File: config.mk
export PLATFORM = sky130hd
export DESIGN_NAME = layer_pixel_source_over_blend
export DESIGN_NICKNAME = d
export VERILOG_FILES = /design/src/hw/rtl/lpsob_pkg.sv /design/src/hw/rtl/lpsob_blend.sv /design/src/hw/rtl/lpsob_target.sv /design/src/hw/rtl/layer_pixel_source_over_blend.sv
export SDC_FILE = /design/constraint.sdc
export NUM_CORES = 1
export LEC_CHECK = 0
export ABC_CLOCK_PERIOD_IN_PS = 12970
export BUFFER_PORTS_ARGS = -buffer_cell sky130_fd_sc_hd__buf_2
export CAP_MARGIN = 40
export CORE_UTILIZATION = 62
export CTS_BUF_LIST = sky130_fd_sc_hd__clkbuf_4 sky130_fd_sc_hd__clkbuf_8
export DETAILED_ROUTE_END_ITERATION = 6
export GPL_TIMING_DRIVEN = 0
export PLACE_DENSITY = 0.81
export SYNTH_ARGS = -nofsm -noshare
export SYNTH_HDL_FRONTEND = slang
export SYNTH_HIERARCHICAL = 1
export SYNTH_SLANG_ARGS = --single-unit
File: constraint.sdc
create_clock -name clk -period 12.97 [get_ports clk]
set_clock_uncertainty 0.1 [all_clocks]
set_input_delay 2.594 -clock clk [delete_from_list [all_inputs] [get_ports clk]]
set_output_delay 2.594 -clock clk [all_outputs]
set_load 0.005 [all_outputs]
File: src/hw/rtl/lpsob_pkg.sv
// Shared types, constants and arithmetic helpers for the layer pixel blend block.
// No dependencies; imported by every module of the block.
package lpsob_pkg;

  localparam int DEF_MAX_DIM = 4096;
  localparam int COORD_W     = 12;
  localparam int CFG_W       = 13;
  localparam int TGT_W       = 14;
  localparam int PIX_W       = 32;
  localparam int ADDR_W      = 24;
  localparam int CFG_INDEX_W = 2;

  localparam logic [PIX_W-1:0] ALPHA_MASK = 32'hff000000;
  localparam logic [7:0]       CHAN_MAX   = 8'hff;

  typedef enum logic [CFG_INDEX_W-1:0] {
    CFG_OFFSET_COL    = 2'd0,
    CFG_OFFSET_ROW    = 2'd1,
    CFG_CANVAS_WIDTH  = 2'd2,
    CFG_CANVAS_HEIGHT = 2'd3
  } cfg_reg_t;

  typedef struct packed {
    logic [COORD_W-1:0] layer_row;
    logic [COORD_W-1:0] layer_col;
    logic [PIX_W-1:0]   layer_pixel;
    logic [PIX_W-1:0]   canvas_pixel;
  } in_item_t;

  typedef struct packed {
    logic              write_enable;
    logic              out_of_range;
    logic [ADDR_W-1:0] canvas_address;
    logic [PIX_W-1:0]  blended_pixel;
  } out_item_t;

  // Exact floor(x / 255) for any x up to 255 * 255.
  function automatic logic [7:0] div255(input logic [15:0] x);
    logic [16:0] t;
    t = {1'b0, x} + 17'd1 + {9'd0, x[15:8]};
    return t[15:8];
  endfunction

endpackage

File: src/hw/rtl/lpsob_blend.sv
// Source-over blend of one RGBA8 pixel onto another, four byte lanes in parallel.
// Depends on lpsob_pkg for the pixel width and the divide-by-255 helper.
module lpsob_blend
  import lpsob_pkg::*;
(
  input  logic [PIX_W-1:0] src,
  input  logic [PIX_W-1:0] dst,
  output logic [PIX_W-1:0] pix
);

  logic [7:0] inv;

  assign inv = CHAN_MAX - src[PIX_W-1 -: 8];

  for (genvar k = 0; k < 4; k++) begin : g_lane
    logic [15:0] prod;
    logic [7:0]  part;
    logic [8:0]  sum;

    assign prod = {8'd0, dst[8*k +: 8]} * {8'd0, inv};
    assign part = div255(prod);
    assign sum  = {1'b0, src[8*k +: 8]} + {1'b0, part};
    assign pix[8*k +: 8] = sum[8] ? CHAN_MAX : sum[7:0];
  end

endmodule

File: src/hw/rtl/lpsob_target.sv
// Maps a layer position to a canvas position, checks it against the canvas and
// forms the linear canvas address. Depends on lpsob_pkg for field widths.
module lpsob_target
  import lpsob_pkg::*;
#(
  parameter int MAX_DIM = DEF_MAX_DIM
) (
  input  logic [COORD_W-1:0]      layer_row,
  input  logic [COORD_W-1:0]      layer_col,
  input  logic signed [CFG_W-1:0] offset_row,
  input  logic signed [CFG_W-1:0] offset_col,
  input  logic [CFG_W-1:0]        canvas_width,
  input  logic [CFG_W-1:0]        canvas_height,
  output logic                    out_of_range,
  output logic [ADDR_W-1:0]       canvas_address
);

  localparam int DIM_W  = $clog2(MAX_DIM + 1);
  localparam int CMP_W  = (DIM_W > CFG_W) ? DIM_W : CFG_W;
  localparam int PROD_W = CFG_W + DIM_W;
  localparam int SUM_W  = (PROD_W + 1 > ADDR_W) ? PROD_W + 1 : ADDR_W;

  logic [DIM_W-1:0]        w_sat;
  logic [DIM_W-1:0]        h_sat;
  logic signed [TGT_W-1:0] trow;
  logic signed [TGT_W-1:0] tcol;
  logic [PROD_W-1:0]       prod;
  logic [SUM_W-1:0]        sum;

  assign w_sat = (32'(canvas_width) > 32'(MAX_DIM)) ? DIM_W'(MAX_DIM) : DIM_W'(canvas_width);
  assign h_sat = (32'(canvas_height) > 32'(MAX_DIM)) ? DIM_W'(MAX_DIM) : DIM_W'(canvas_height);

  assign trow = {offset_row[CFG_W-1], offset_row} + $signed({2'b00, layer_row});
  assign tcol = {offset_col[CFG_W-1], offset_col} + $signed({2'b00, layer_col});

  assign out_of_range = trow[TGT_W-1] || tcol[TGT_W-1] ||
                        (CMP_W'(trow[CFG_W-1:0]) >= CMP_W'(h_sat)) ||
                        (CMP_W'(tcol[CFG_W-1:0]) >= CMP_W'(w_sat));

  assign prod = PROD_W'(trow[CFG_W-1:0]) * PROD_W'(w_sat);
  assign sum  = SUM_W'(prod) + SUM_W'(tcol[CFG_W-1:0]);

  assign canvas_address = out_of_range ? '0 : ADDR_W'(sum);

endmodule

File: src/hw/rtl/layer_pixel_source_over_blend.sv
// Top level of the layer pixel source-over blend block.
// Depends on lpsob_pkg, lpsob_target and lpsob_blend.
//
// Each transfer on the input channel carries one layer pixel, its row and column
// within the layer, and the canvas pixel already read at the target spot. One result
// transfer follows each input: the canvas address, a write enable that is set when the
// layer alpha is nonzero and the target lies on the canvas, an out-of-range flag, and
// the source-over pixel (the canvas pixel unchanged when nothing is written). The block
// takes one pixel per clock unless the output stalls, through an input register and a
// result register; an empty input register takes a new pixel while a finished one
// waits. Configuration writes take effect at once and are meant for idle periods only.
module layer_pixel_source_over_blend
  import lpsob_pkg::*;
#(
  parameter int MAX_DIM = DEF_MAX_DIM
) (
  input  logic                   clk,
  input  logic                   rst,
  input  logic                   cfg_valid,
  output logic                   cfg_ready,
  input  logic [CFG_INDEX_W-1:0] cfg_index,
  input  logic [CFG_W-1:0]       cfg_data,
  input  logic                   in_valid,
  output logic                   in_ready,
  input  logic [COORD_W-1:0]     layer_row,
  input  logic [COORD_W-1:0]     layer_col,
  input  logic [PIX_W-1:0]       layer_pixel,
  input  logic [PIX_W-1:0]       canvas_pixel,
  output logic                   out_valid,
  input  logic                   out_ready,
  output logic                   write_enable,
  output logic                   out_of_range,
  output logic [ADDR_W-1:0]      canvas_address,
  output logic [PIX_W-1:0]       blended_pixel
);

  logic signed [CFG_W-1:0] offset_col;
  logic signed [CFG_W-1:0] offset_row;
  logic [CFG_W-1:0]        canvas_width;
  logic [CFG_W-1:0]        canvas_height;

  in_item_t  s1;
  logic      s1_valid;
  logic      s1_adv;
  out_item_t res_next;
  out_item_t res;

  logic             tgt_oor;
  logic [ADDR_W-1:0] tgt_addr;
  logic [PIX_W-1:0] mix;

  assign cfg_ready = 1'b1;

  always_ff @(posedge clk) begin
    if (rst) begin
      offset_col    <= '0;
      offset_row    <= '0;
      canvas_width  <= CFG_W'(1);
      canvas_height <= CFG_W'(1);
    end else if (cfg_valid && cfg_ready) begin
      unique case (cfg_reg_t'(cfg_index))
        CFG_OFFSET_COL:    offset_col    <= $signed(cfg_data);
        CFG_OFFSET_ROW:    offset_row    <= $signed(cfg_data);
        CFG_CANVAS_WIDTH:  canvas_width  <= cfg_data;
        CFG_CANVAS_HEIGHT: canvas_height <= cfg_data;
      endcase
    end
  end

  assign s1_adv   = !out_valid || out_ready;
  assign in_ready = !s1_valid || s1_adv;

  always_ff @(posedge clk) begin
    if (rst) begin
      s1_valid <= 1'b0;
    end else if (in_ready) begin
      s1_valid <= in_valid;
    end
  end

  always_ff @(posedge clk) begin
    if (in_valid && in_ready) begin
      s1.layer_row    <= layer_row;
      s1.layer_col    <= layer_col;
      s1.layer_pixel  <= layer_pixel;
      s1.canvas_pixel <= canvas_pixel;
    end
  end

  lpsob_target #(
    .MAX_DIM(MAX_DIM)
  ) u_target (
    .layer_row     (s1.layer_row),
    .layer_col     (s1.layer_col),
    .offset_row    (offset_row),
    .offset_col    (offset_col),
    .canvas_width  (canvas_width),
    .canvas_height (canvas_height),
    .out_of_range  (tgt_oor),
    .canvas_address(tgt_addr)
  );

  lpsob_blend u_blend (
    .src(s1.layer_pixel),
    .dst(s1.canvas_pixel),
    .pix(mix)
  );

  always_comb begin
    res_next.out_of_range   = tgt_oor;
    res_next.canvas_address = tgt_addr;
    res_next.write_enable   = !tgt_oor && ((s1.layer_pixel & ALPHA_MASK) != '0);
    res_next.blended_pixel  = res_next.write_enable ? mix : s1.canvas_pixel;
  end

  always_ff @(posedge clk) begin
    if (rst) begin
      out_valid <= 1'b0;
    end else if (s1_adv) begin
      out_valid <= s1_valid;
    end
  end

  always_ff @(posedge clk) begin
    if (s1_adv && s1_valid) begin
      res <= res_next;
    end
  end

  assign write_enable   = res.write_enable;
  assign out_of_range   = res.out_of_range;
  assign canvas_address = res.canvas_address;
  assign blended_pixel  = res.blended_pixel;

`ifndef SYNTHESIS
  a_we_in_range: assert property (@(posedge clk) disable iff (rst)
    out_valid |-> !(write_enable && out_of_range))
    else $error("Write enable raised for a target outside the canvas.");

  a_oor_addr_zero: assert property (@(posedge clk) disable iff (rst)
    (out_valid && out_of_range) |-> (canvas_address == '0))
    else $error("Out-of-range result carries a nonzero address.");

  a_stage_moves: assert property (@(posedge clk) disable iff (rst)
    (s1_valid && s1_adv) |=> out_valid)
    else $error("Item left the input register without reaching the result register.");

  a_empty_takes: assert property (@(posedge clk) disable iff (rst)
    !s1_valid |-> in_ready)
    else $error("Input refused while the input register is empty.");
`endif

endmodule
==> results of run 1 <==
[cell type report]
class	count	area [um2]	area share
Tap cell	532	665.6	0.02375
Clock buffer	17	234.0	0.008347
Multi-Input combinational cell	2088	18830	0.6716
Sequential cell	200	5465	0.1950
Inverter	369	1388	0.04950
Clock inverter	15	167.7	0.005981
Timing Repair Buffer	178	994.7	0.03549
Buffer	65	290.3	0.01036
[path summary, 6_finish.rpt]
check,start,end,cells after the start
worst max-delay path,s1[56]$_DFFE_PP_,blended_pixel[26]$_DFFE_PP_,33
worst min-delay path,canvas_width[4]$_SDFFE_PP0P_,canvas_width[4]$_SDFFE_PP0P_,2
worst max register to register,s1[56]$_DFFE_PP_,blended_pixel[26]$_DFFE_PP_,33
worst min register to register,canvas_width[4]$_SDFFE_PP0P_,canvas_width[4]$_SDFFE_PP0P_,2
[logic make-up after synthesis]
family / Yosys count / share of synthesized area
AND/OR/NAND/NOR: 909 / 0.1770
flip-flops: 200 / 0.2106
AO/OA/AOI/OAI: 394 / 0.1036
multiplexers: 41 / 0.02175
buffers and inverters: 434 / 0.06466
XOR/XNOR: 135 / 0.04875
adder cells (fa/ha/maj): 608 / 0.3735
other: 1 / 0.0001445
[critical path, delay by kind of cell (launching register included)]
family	cells	cell delay, ps
buffers and inverters	4	1200
AOI/OAI and AO/OA	10	2420
and+or+nand+nor	9	1650
xor gates and xnor gates	1	240
muxes	1	290
DFF	1	750
adders and majority gates	8	3100
[power by group through the flow]
stage / logic, uW / registers [uW] / clock network [uW]
3_3_place_gp: 3650 / 812 / 0
5_1_grt: 4400 / 799 / 463
4_1_cts: 3890 / 794 / 444
3_5_place_dp: 3850 / 808 / 0
2_1_floorplan: 3040 / 794 / 0
6_report: 3930 / 794 / 431
[placed cells by master (no fill, tap or decap), drive strengths merged, types with 10 or more instances in the layout]
master / count
a211oi: 15
a21o: 41
a21oi: 152
and2: 16
and3: 12
buf: 192
clkbuf: 67
dfxtp: 54
edfxtp: 146
fa: 279
ha: 325
inv: 372
mux2: 36
nand2: 249
nand2b: 56
nand3: 26
nand4: 15
nor2: 198
nor2b: 246
nor3: 40
o211ai: 11
o21a: 15
o21ai: 61
o21bai: 13
or3: 10
xnor2: 76
xor2: 55
[metal layers]
metal  vias up  track usage  routed length (um)
met2       736       0.5240               31580
met5         -            0                   0
met1     10114       0.4097               27060
li1       9435            -                   -
met4         0       0.1276                2215
met3       148      0.07159                4791
[flip-flops by register name (all words and copies together), names as in the netlist, 13 cells and up]
name and count:
blended_pixel 32, offset_row 13, s1 88, canvas_height 13, canvas_width 13, offset_col 13
canvas_address 24
[metrics by stage]
stage | setup slack [ps] | utilization | total power, uW | std cells
2_1_floorplan | 4607 | - | 3835 | 2722
5_1_grt | 2180 | 0.6834 | 5666 | 3464
6_report | 2910 | 0.6834 | 5153 | 3464
3_5_place_dp | 3058 | 0.6736 | 4660 | 3432
4_1_cts | 3020 | 0.6834 | 5123 | 3464
3_3_place_gp | 3172 | 0.6691 | 4465 | 3420
==> impl_metrics.yaml, run 1 <==
routing:
  wire_per_inst_um: 18.95
  viasPerCell: 5.899
  drtIter0Drc: 1713
  wl_um: 65640
  drc: 10
  ant_nets: 0
  vias: 20433
  first_pass_iters: 7
power:
  vdd_drop_max_uv: 160.4
  p_leak_uw: 0.01328
  p_int_uw: 2610
  p_sw_frac: 0.4935
  power_frac_seq: 0.154
  power.density_nw_per_um2: 183.9
  p_clk_frac: 0.084
  p_sw_uw: 2543
  comb_power_share: 0.762
cts:
  path_clk_slew_ps: 120
  cts.repair.resized: 0
  cts_tree: "built"
  cts_made_buffers: 17
  ctsHtreeMaxLevel: 4
  clock-sinks: 200
  insertion_delay_ps: 580
  root_buffer: "clkbuf_8"
  ctsHoldBuffers: 0
  post_cts_buffers: 0
  max-clock-path-buffers: 2
synth:
  synth_seq_area_share: 0.2106
  syn_area_um2: 25950
  ys_ff_latch: 200
  synth_cell_types: 105
  yosysMostFrequentCell: "inv_1"
  synth_edf_count: 146
  syn_avg_cell_area_um2: 9.533
  yosys_most_used_dff: "edfxtp_1"
  async_flop_share: 0
  yosys_warnings: 6
  synthCells: 2722
  synthTopCellsByCount: "inv_1, ha_1, fa_1"
  yosysTopAreaCell: "fa_1"
  synth_top_area_share: 0.2152
  synth_area_leaders: "fa_1, edfxtp_1, ha_1"
  synth_nets: 3434
timing:
  finalCritPeriodShare: 0.7756
  finalSetupTns_ps: 0
  tightest_slew_ps: 969.9
  drv_slew: 0
  setup_viol: 0
  finalHoldViolCount: 0
  holdWs_ps: 360.1
  fin_crit_ps: 10060
  rsz0062_at_grt: "no"
  clock.fmax_mhz: 99.41
  slew_headroom: 0.3512
worst_setup_path:
  arrival_ps: 10280
  cp.required_ps: 13190
  cpPeakStageDelay_ps: 750
  crit_type: "reg -> reg"
  crit_fanout: 10
  critPathLaunchType: "flip-flop"
  r2r_slack_ps: 2910
  cp-end-kind: "flip-flop"
  worst_path_most_repeated_cell: "o21ai_0"
  slowest_stage: "edfxtp_1"
outcome:
  violations: "DRC"
  outcome: "finished with violations"
global_routing:
  grt_usage: 0.3194
  grt_pass1_wl_um: 104900
  grt_pass1_vias: 20946
  grt-ovfl-total: 0
  antenna_found_initial: 0
  grt_max_degree: 28
layout:
  area_growth_pct: 8.018
  fill_cells: 3182
  nets: 3631
  antenna_cells: 0
  final_area_um2: 28030
  drive_above_1_share: 0.1047
placed_design:
  dp_hpwl_um: 53210
  port_buffers: 166
  dpl_cell_area_um2: 27630
  place_congestion: 0.9438
floorplanning:
  die-area_um2: 42680
  io_pins: 169
  start_util: 0.6327
  die_w_um: 206.6
  fp.dieH_um: 206.6
  num_rows: 74
  coreArea_um2: 41020
job:
  maxCapViolations: 0
min_path:
  hp-class: "reg -> reg"
Note: power is estimated with default switching activity, not from simulation.
==> run 2, diff against run 1 <==
--- a/config.mk
+++ b/config.mk
@@ -5,14 +5,14 @@
 export SDC_FILE = /design/constraint.sdc
 export NUM_CORES = 1
 export LEC_CHECK = 0
-export ABC_CLOCK_PERIOD_IN_PS = 12970
+export ABC_CLOCK_PERIOD_IN_PS = 8300
 export BUFFER_PORTS_ARGS = -buffer_cell sky130_fd_sc_hd__buf_2
 export CAP_MARGIN = 40
-export CORE_UTILIZATION = 62
+export CORE_UTILIZATION = 58
 export CTS_BUF_LIST = sky130_fd_sc_hd__clkbuf_4 sky130_fd_sc_hd__clkbuf_8
 export DETAILED_ROUTE_END_ITERATION = 6
 export GPL_TIMING_DRIVEN = 0
-export PLACE_DENSITY = 0.81
+export PLACE_DENSITY = 0.8
 export SYNTH_ARGS = -nofsm -noshare
 export SYNTH_HDL_FRONTEND = slang
 export SYNTH_HIERARCHICAL = 1
==> constraint.sdc (replaced) <==
create_clock -name clk -period 8.3 [get_ports clk]
set_clock_uncertainty 0.1 [all_clocks]
set_input_delay 1.66 -clock clk [delete_from_list [all_inputs] [get_ports clk]]
set_output_delay 1.66 -clock clk [all_outputs]
set_load 0.005 [all_outputs]
==> run 2 against run 1 <==
Against the previous run: the flow now finishes without violations; first-iteration DRC count is 12% lower; wire length increased by 7.0%; via count rose by 3.1%; global-route usage decreased by 1.2 points; die area grew 6.8%; critical path depth down 1; register-to-register slack got worse by 2800 ps; clock power rose by 71%; critical path type unchanged; critical endpoint is now blended_pixel[28]$_DFFE_PP_; largest cell class unchanged; highest routed layer unchanged.
==> impl_metrics.yaml, run 2 (same netlist as run 1, synthesis figures left out) <==
layout:
  layout_common_cells: "inv_1, ha_1, fa_1"
  utilization: 0.6786
  final_common_cell: "inv_1"
  area_growth_pct: 15.63
  nets: 3724
  largest_register: "s1"
  antenna_cells: 0
  drive_above_1_share: 0.1931
  largest_reg_flops: 88
worst_setup_path:
  crit_type: "reg -> reg"
  rr_endpoint: "blended_pixel[28]$_DFFE_PP_"
  r2r_slack_ps: 110
  worst_path_most_repeated_cell: "o21ai_1"
  rr_worst_depth: 32
  cpPeakStageDelay_ps: 620
  cp.required_ps: 8550
  critPathLaunchType: "flip-flop"
  path_depth: 32
  critPathBufInv: 3
  cp-end-kind: "flip-flop"
  arrival_ps: 8440
  crit_fanout: 9
  r2r_start: "s1[24]$_DFFE_PP_"
  slowest_stage: "edfxtp_1"
  crit_family: "adder cells"
timing:
  setup_viol: 0
  finalHoldViolCount: 0
  tightest_slew_ps: 951.5
  drv_slew: 0
  finalCritPeriodShare: 0.9867
  slew_headroom: 0.3611
  clock.fmax_mhz: 122.1
  fin_crit_ps: 8190
cts:
  cts_tree: "built"
  ctsHtreeMaxLevel: 4
  root_buffer: "clkbuf_8"
  insertion_delay_ps: 590
  cts_made_buffers: 17
  max-clock-path-buffers: 2
  ctsHoldBuffers: 0
  clock-sinks: 200
  path_clk_slew_ps: 120
min_path:
  hold_end: "canvas_width[6]$_SDFFE_PP0P_"
  hp-class: "reg -> reg"
  holdPathStages: 2
  min_from: "canvas_width[6]$_SDFFE_PP0P_"
power:
  power_uw: 9627
  p_leak_uw: 0.01412
  vdd_drop_max_uv: 293.6
  power.density_nw_per_um2: 320.8
global_routing:
  grt_pass1_vias: 21441
  grt_usage: 0.3077
  grt_pass1_wl_um: 107700
  antenna_found_initial: 0
  grt-ovfl-total: 0
  grt_max_degree: 30
placed_design:
  dp_hpwl_um: 53660
  port_buffers: 166
  place_congestion: 0.9221
floorplanning:
  start_util: 0.5868
  fp.dieH_um: 213.5
  num_rows: 77
  io_pins: 169
  die-area_um2: 45590
  coreArea_um2: 44220
  die_w_um: 213.5
routing:
  vias: 21072
  drc: 0
  wire_per_inst_um: 19.42
  wl_um: 70230
  ant_nets: 0
  first_pass_iters: 7
  drtIter0Drc: 1515
  viasPerCell: 5.826
outcome:
  outcome: "finished clean"
job:
  maxCapViolations: 0
## run 2: cell types whose count changed in the layout (fill, tap and decap cells not counted), sizes merged
cell	change
buf	+111
inv	+2
clkbuf	-16
clkinv	-3
clkdlybuf4s15	-1
clkinvlp	-1
bufinv	+1
## run 2: layout make-up
class,count,area [um2]
inverter,369,1388
sequential,200,5465
timing repair buffer,277,1760
buffer,59,387.9
fill,3278,14210
tap,592,740.7
multi-input combinational,2088,19810
clock buffer,18,247.7
clock inverter,14,207.7
## run 2: repair_timing
action / CTS / global route
endpoints found under the setup margin: 32 / 33
setup buffers: 37 / 64
resized for setup: 112 / 198
pin swaps: 26 / 117
## run 2: worst max path at each step
stage | slack (ps) | from | endpoint
final | 110 | s1[24]$_DFFE_PP_ | blended_pixel[28]$_DFFE_PP_
after global routing | -110 | s1[7]$_DFFE_PP_ | blended_pixel[4]$_DFFE_PP_
after CTS | 0.5 | s1[60]$_DFFE_PP_ | blended_pixel[1]$_DFFE_PP_
after detailed placement | -1470 | s1[56]$_DFFE_PP_ | blended_pixel[31]$_DFFE_PP_
after global placement | -1140 | s1[56]$_DFFE_PP_ | blended_pixel[31]$_DFFE_PP_
after floorplan | 60 | s1[63]$_DFFE_PP_ | blended_pixel[26]$_DFFE_PP_
## run 2: worst register-to-register path: cells and delay by family (launching register included)
kind | cells | cell delay, ps
xor gates and xnor gates | 2 | 270
adders and majority gates | 9 | 3480
buffers and inverters | 3 | 260
muxes | 1 | 260
DFF | 1 | 620
and+or+nand+nor | 9 | 1710
AOI/OAI and AO/OA | 8 | 1240
## run 2: through the flow
step / TNS [ps] / cells / hold slack (ps) / cell area (um2) / setup WS (ps)
after floorplan: 0 / 2722 / 331.8 / 25950 / 60.49
after global placement: -34750 / 3480 / 343.4 / 27530 / -1142
after detailed placement: -34530 / 3491 / 346.8 / 27690 / -1471
after CTS: 0 / 3559 / 364.4 / 28900 / 0.4858
after global routing: -1959 / 3617 / 377.4 / 30010 / -108.6
final: 0 / 3617 / 363.5 / 30010 / 110.2
## run 2: where the power goes
| group | switching (uW) | total [uW] | internal (uW) |
|---|---|---|---|
| logic | 4210 | 7660 | 3450 |
| registers | 57.4 | 1240 | 1180 |
| clock network | 414 | 735 | 321 |
| total | 4680 | 9630 | 4950 |
## run 2: per-layer routing
layer / GRT usage / part of all wire / vias up
li1: - / - / 9625
met5: 0 / 0 / -
met2: 0.5112 / 0.49 / 833
met4: 0.1601 / 0.051 / 0
met3: 0.06986 / 0.072 / 252
met1: 0.3740 / 0.39 / 10362
==> run 3, diff against run 2 <==
--- a/config.mk
+++ b/config.mk
@@ -8,11 +8,11 @@
 export ABC_CLOCK_PERIOD_IN_PS = 8300
 export BUFFER_PORTS_ARGS = -buffer_cell sky130_fd_sc_hd__buf_2
 export CAP_MARGIN = 40
-export CORE_UTILIZATION = 58
+export CORE_UTILIZATION = 50
 export CTS_BUF_LIST = sky130_fd_sc_hd__clkbuf_4 sky130_fd_sc_hd__clkbuf_8
 export DETAILED_ROUTE_END_ITERATION = 6
 export GPL_TIMING_DRIVEN = 0
-export PLACE_DENSITY = 0.8
+export PLACE_DENSITY = 0.7
 export SYNTH_ARGS = -nofsm -noshare
 export SYNTH_HDL_FRONTEND = slang
 export SYNTH_HIERARCHICAL = 1
==> run 3 against run 2 <==
Against the previous run: sequential share of layout area down 0.12 points; cell area up 0.66%; wire length fell by 1.8%; setup slack lost 12 ps; largest power group unchanged; highest routed layer unchanged.
==> impl_metrics.yaml, run 3 (same netlist as run 1, synthesis figures left out) <==
global_routing:
  grt_pass1_wl_um: 107600
  grt_pass1_vias: 20969
  grt_max_degree: 31
  grt-ovfl-total: 0
  antenna_found_initial: 1
  grt_usage: 0.2590
routing:
  wire_per_inst_um: 18.51
  drtIter0Drc: 1141
  vias: 20706
  wl_um: 69000
  drc: 0
  ant_nets: 0
  first_pass_iters: 7
  viasPerCell: 5.554
worst_setup_path:
  critPathLaunchType: "flip-flop"
  cp.required_ps: 8530
  crit_fanout: 8
  rr_endpoint: "blended_pixel[10]$_DFFE_PP_"
  worst_path_most_repeated_cell: "fa_1"
  rr_worst_depth: 33
  crit_type: "reg -> reg"
  r2r_start: "s1[60]$_DFFE_PP_"
  cp-end-kind: "flip-flop"
  cpPeakStageDelay_ps: 550
  r2r_slack_ps: 100
  arrival_ps: 8440
  slowest_stage: "edfxtp_1"
floorplanning:
  die_w_um: 229.8
  start_util: 0.5058
  num_rows: 83
  io_pins: 169
  die-area_um2: 52810
  coreArea_um2: 51300
  fp.dieH_um: 229.8
min_path:
  hold_end: "canvas_width[7]$_SDFFE_PP0P_"
  min_from: "canvas_width[7]$_SDFFE_PP0P_"
  hp-class: "reg -> reg"
  holdPathStages: 2
layout:
  largest_reg_flops: 88
  layout_common_cells: "inv_1, ha_1, fa_1"
  multiInputGateArea_um2: 19780
  drive_above_1_share: 0.1999
  area_growth_pct: 16.40
  seq_area_um2: 5465
  largest_register: "s1"
  fill_cells: 4378
  final_cells: 3728
  final_common_cell: "inv_1"
  final_area_um2: 30210
  nets: 3746
power:
  p_leak_uw: 0.01416
  power_uw: 9705
  vdd_drop_max_uv: 244.9
  power.density_nw_per_um2: 321.3
cts:
  clock-sinks: 200
  root_buffer: "clkbuf_8"
  path_clk_slew_ps: 120
  cts_tree: "built"
  ctsHtreeMaxLevel: 4
  insertion_delay_ps: 580
  cts_made_buffers: 17
  max-clock-path-buffers: 2
timing:
  finalHoldViolCount: 0
  tightest_slew_ps: 773.3
  setup_viol: 0
  drv_slew: 0
  fin_crit_ps: 8202
  rsz0062_at_grt: "yes"
  finalCritPeriodShare: 0.9882
  slew_headroom: 0.4814
  clock.fmax_mhz: 121.9
  holdWs_ps: 359.1
  worst_slack_ps: 98.31
outcome:
  outcome: "finished clean"
placed_design:
  dp_slack_ps: -1427
  dpl_cell_area_um2: 27810
  dp.cells: 3580
  port_buffers: 166
  dp_hpwl_um: 53370
  place_congestion: 0.9343
job:
  maxCapViolations: 0
[run 3: cell count changes in the layout (fill, tap and decap cells not counted), moves of 3 or more]
cell       before  now
buf_4          98  115
buf_8           4    7
bufinv_16       3    0
clkinv_4        1    4
inv_6           3    6
inv_8           4    1
nand2b_1       46   51
nand2b_4       10    5
nor2b_1       212  208
nor2b_2        21   25
o21ai_0        28   32
o21ai_1        22   17
o21ai_2         8   11
[run 3: through the flow]
step	TNS [ps]	util
after global routing	-3344	0.5888
after global placement	-55990	0.5387
after detailed placement	-32530	0.5421
after CTS	0	0.5644
after floorplan	0	-
final	0	0.5888
[run 3: what timing repair did]
item / in CTS / in global routing
pin swaps: 18 / 120
endpoints found under the setup margin: 32 / 34
gates cloned: 0 / 4
hold buffers: 0 / 0
buffers inserted: 52 / 63
gates resized for setup: 98 / 213
[run 3: metal layers]
metal,wire [um],vias to the layer above,part of all wire,GRT usage
met3,3648,137,0.053,0.03720
met4,2291,0,0.033,0.09954
met1,28220,10269,0.41,0.3232
met5,0,-,0,0
met2,34840,630,0.50,0.4517
li1,-,9670,-,-
[run 3: critical path: cells and delay by family, from the launching register on]
family          cells  cell delay (ps)
fa+ha+maj           7             2830
compound gates     10             1920
simple gates        9             1350
flops               1              550
mux                 2              540
buf+inv             4              500
xor+xnor            1              160
[run 3: final cells by class]
| class | count | share of cell area |
|---|---|---|
| multi-input cells | 2088 | 0.6547 |
| flip-flops and latches | 200 | 0.1809 |
| repair buffers | 295 | 0.06284 |
| inverters | 369 | 0.04594 |
| well taps | 680 | 0.02817 |
| plain buffers | 63 | 0.01471 |
| clock buffers | 18 | 0.007995 |
| clock inverters | 14 | 0.004598 |
| diodes | 1 | 0.00008285 |
[run 3: power breakdown]
part	leakage, uW	switching [uW]	internal [uW]
registers	0.00186	59.1	1180
clock network	0.000190	415	224
logic	0.0121	4190	3640
total	0.0142	4660	5040
[run 3: how the worst max path moves through the flow]
stage,cells after the start,from,slack (ps),endpoint
after floorplan,33,s1[63]$_DFFE_PP_,60,blended_pixel[26]$_DFFE_PP_
after global placement,33,s1[56]$_DFFE_PP_,-1320,blended_pixel[28]$_DFFE_PP_
after detailed placement,33,s1[56]$_DFFE_PP_,-1430,blended_pixel[31]$_DFFE_PP_
after CTS,31,s1[62]$_DFFE_PP_,6,blended_pixel[0]$_DFFE_PP_
after global routing,33,s1[60]$_DFFE_PP_,-170,blended_pixel[14]$_DFFE_PP_
final,33,s1[60]$_DFFE_PP_,100,blended_pixel[10]$_DFFE_PP_
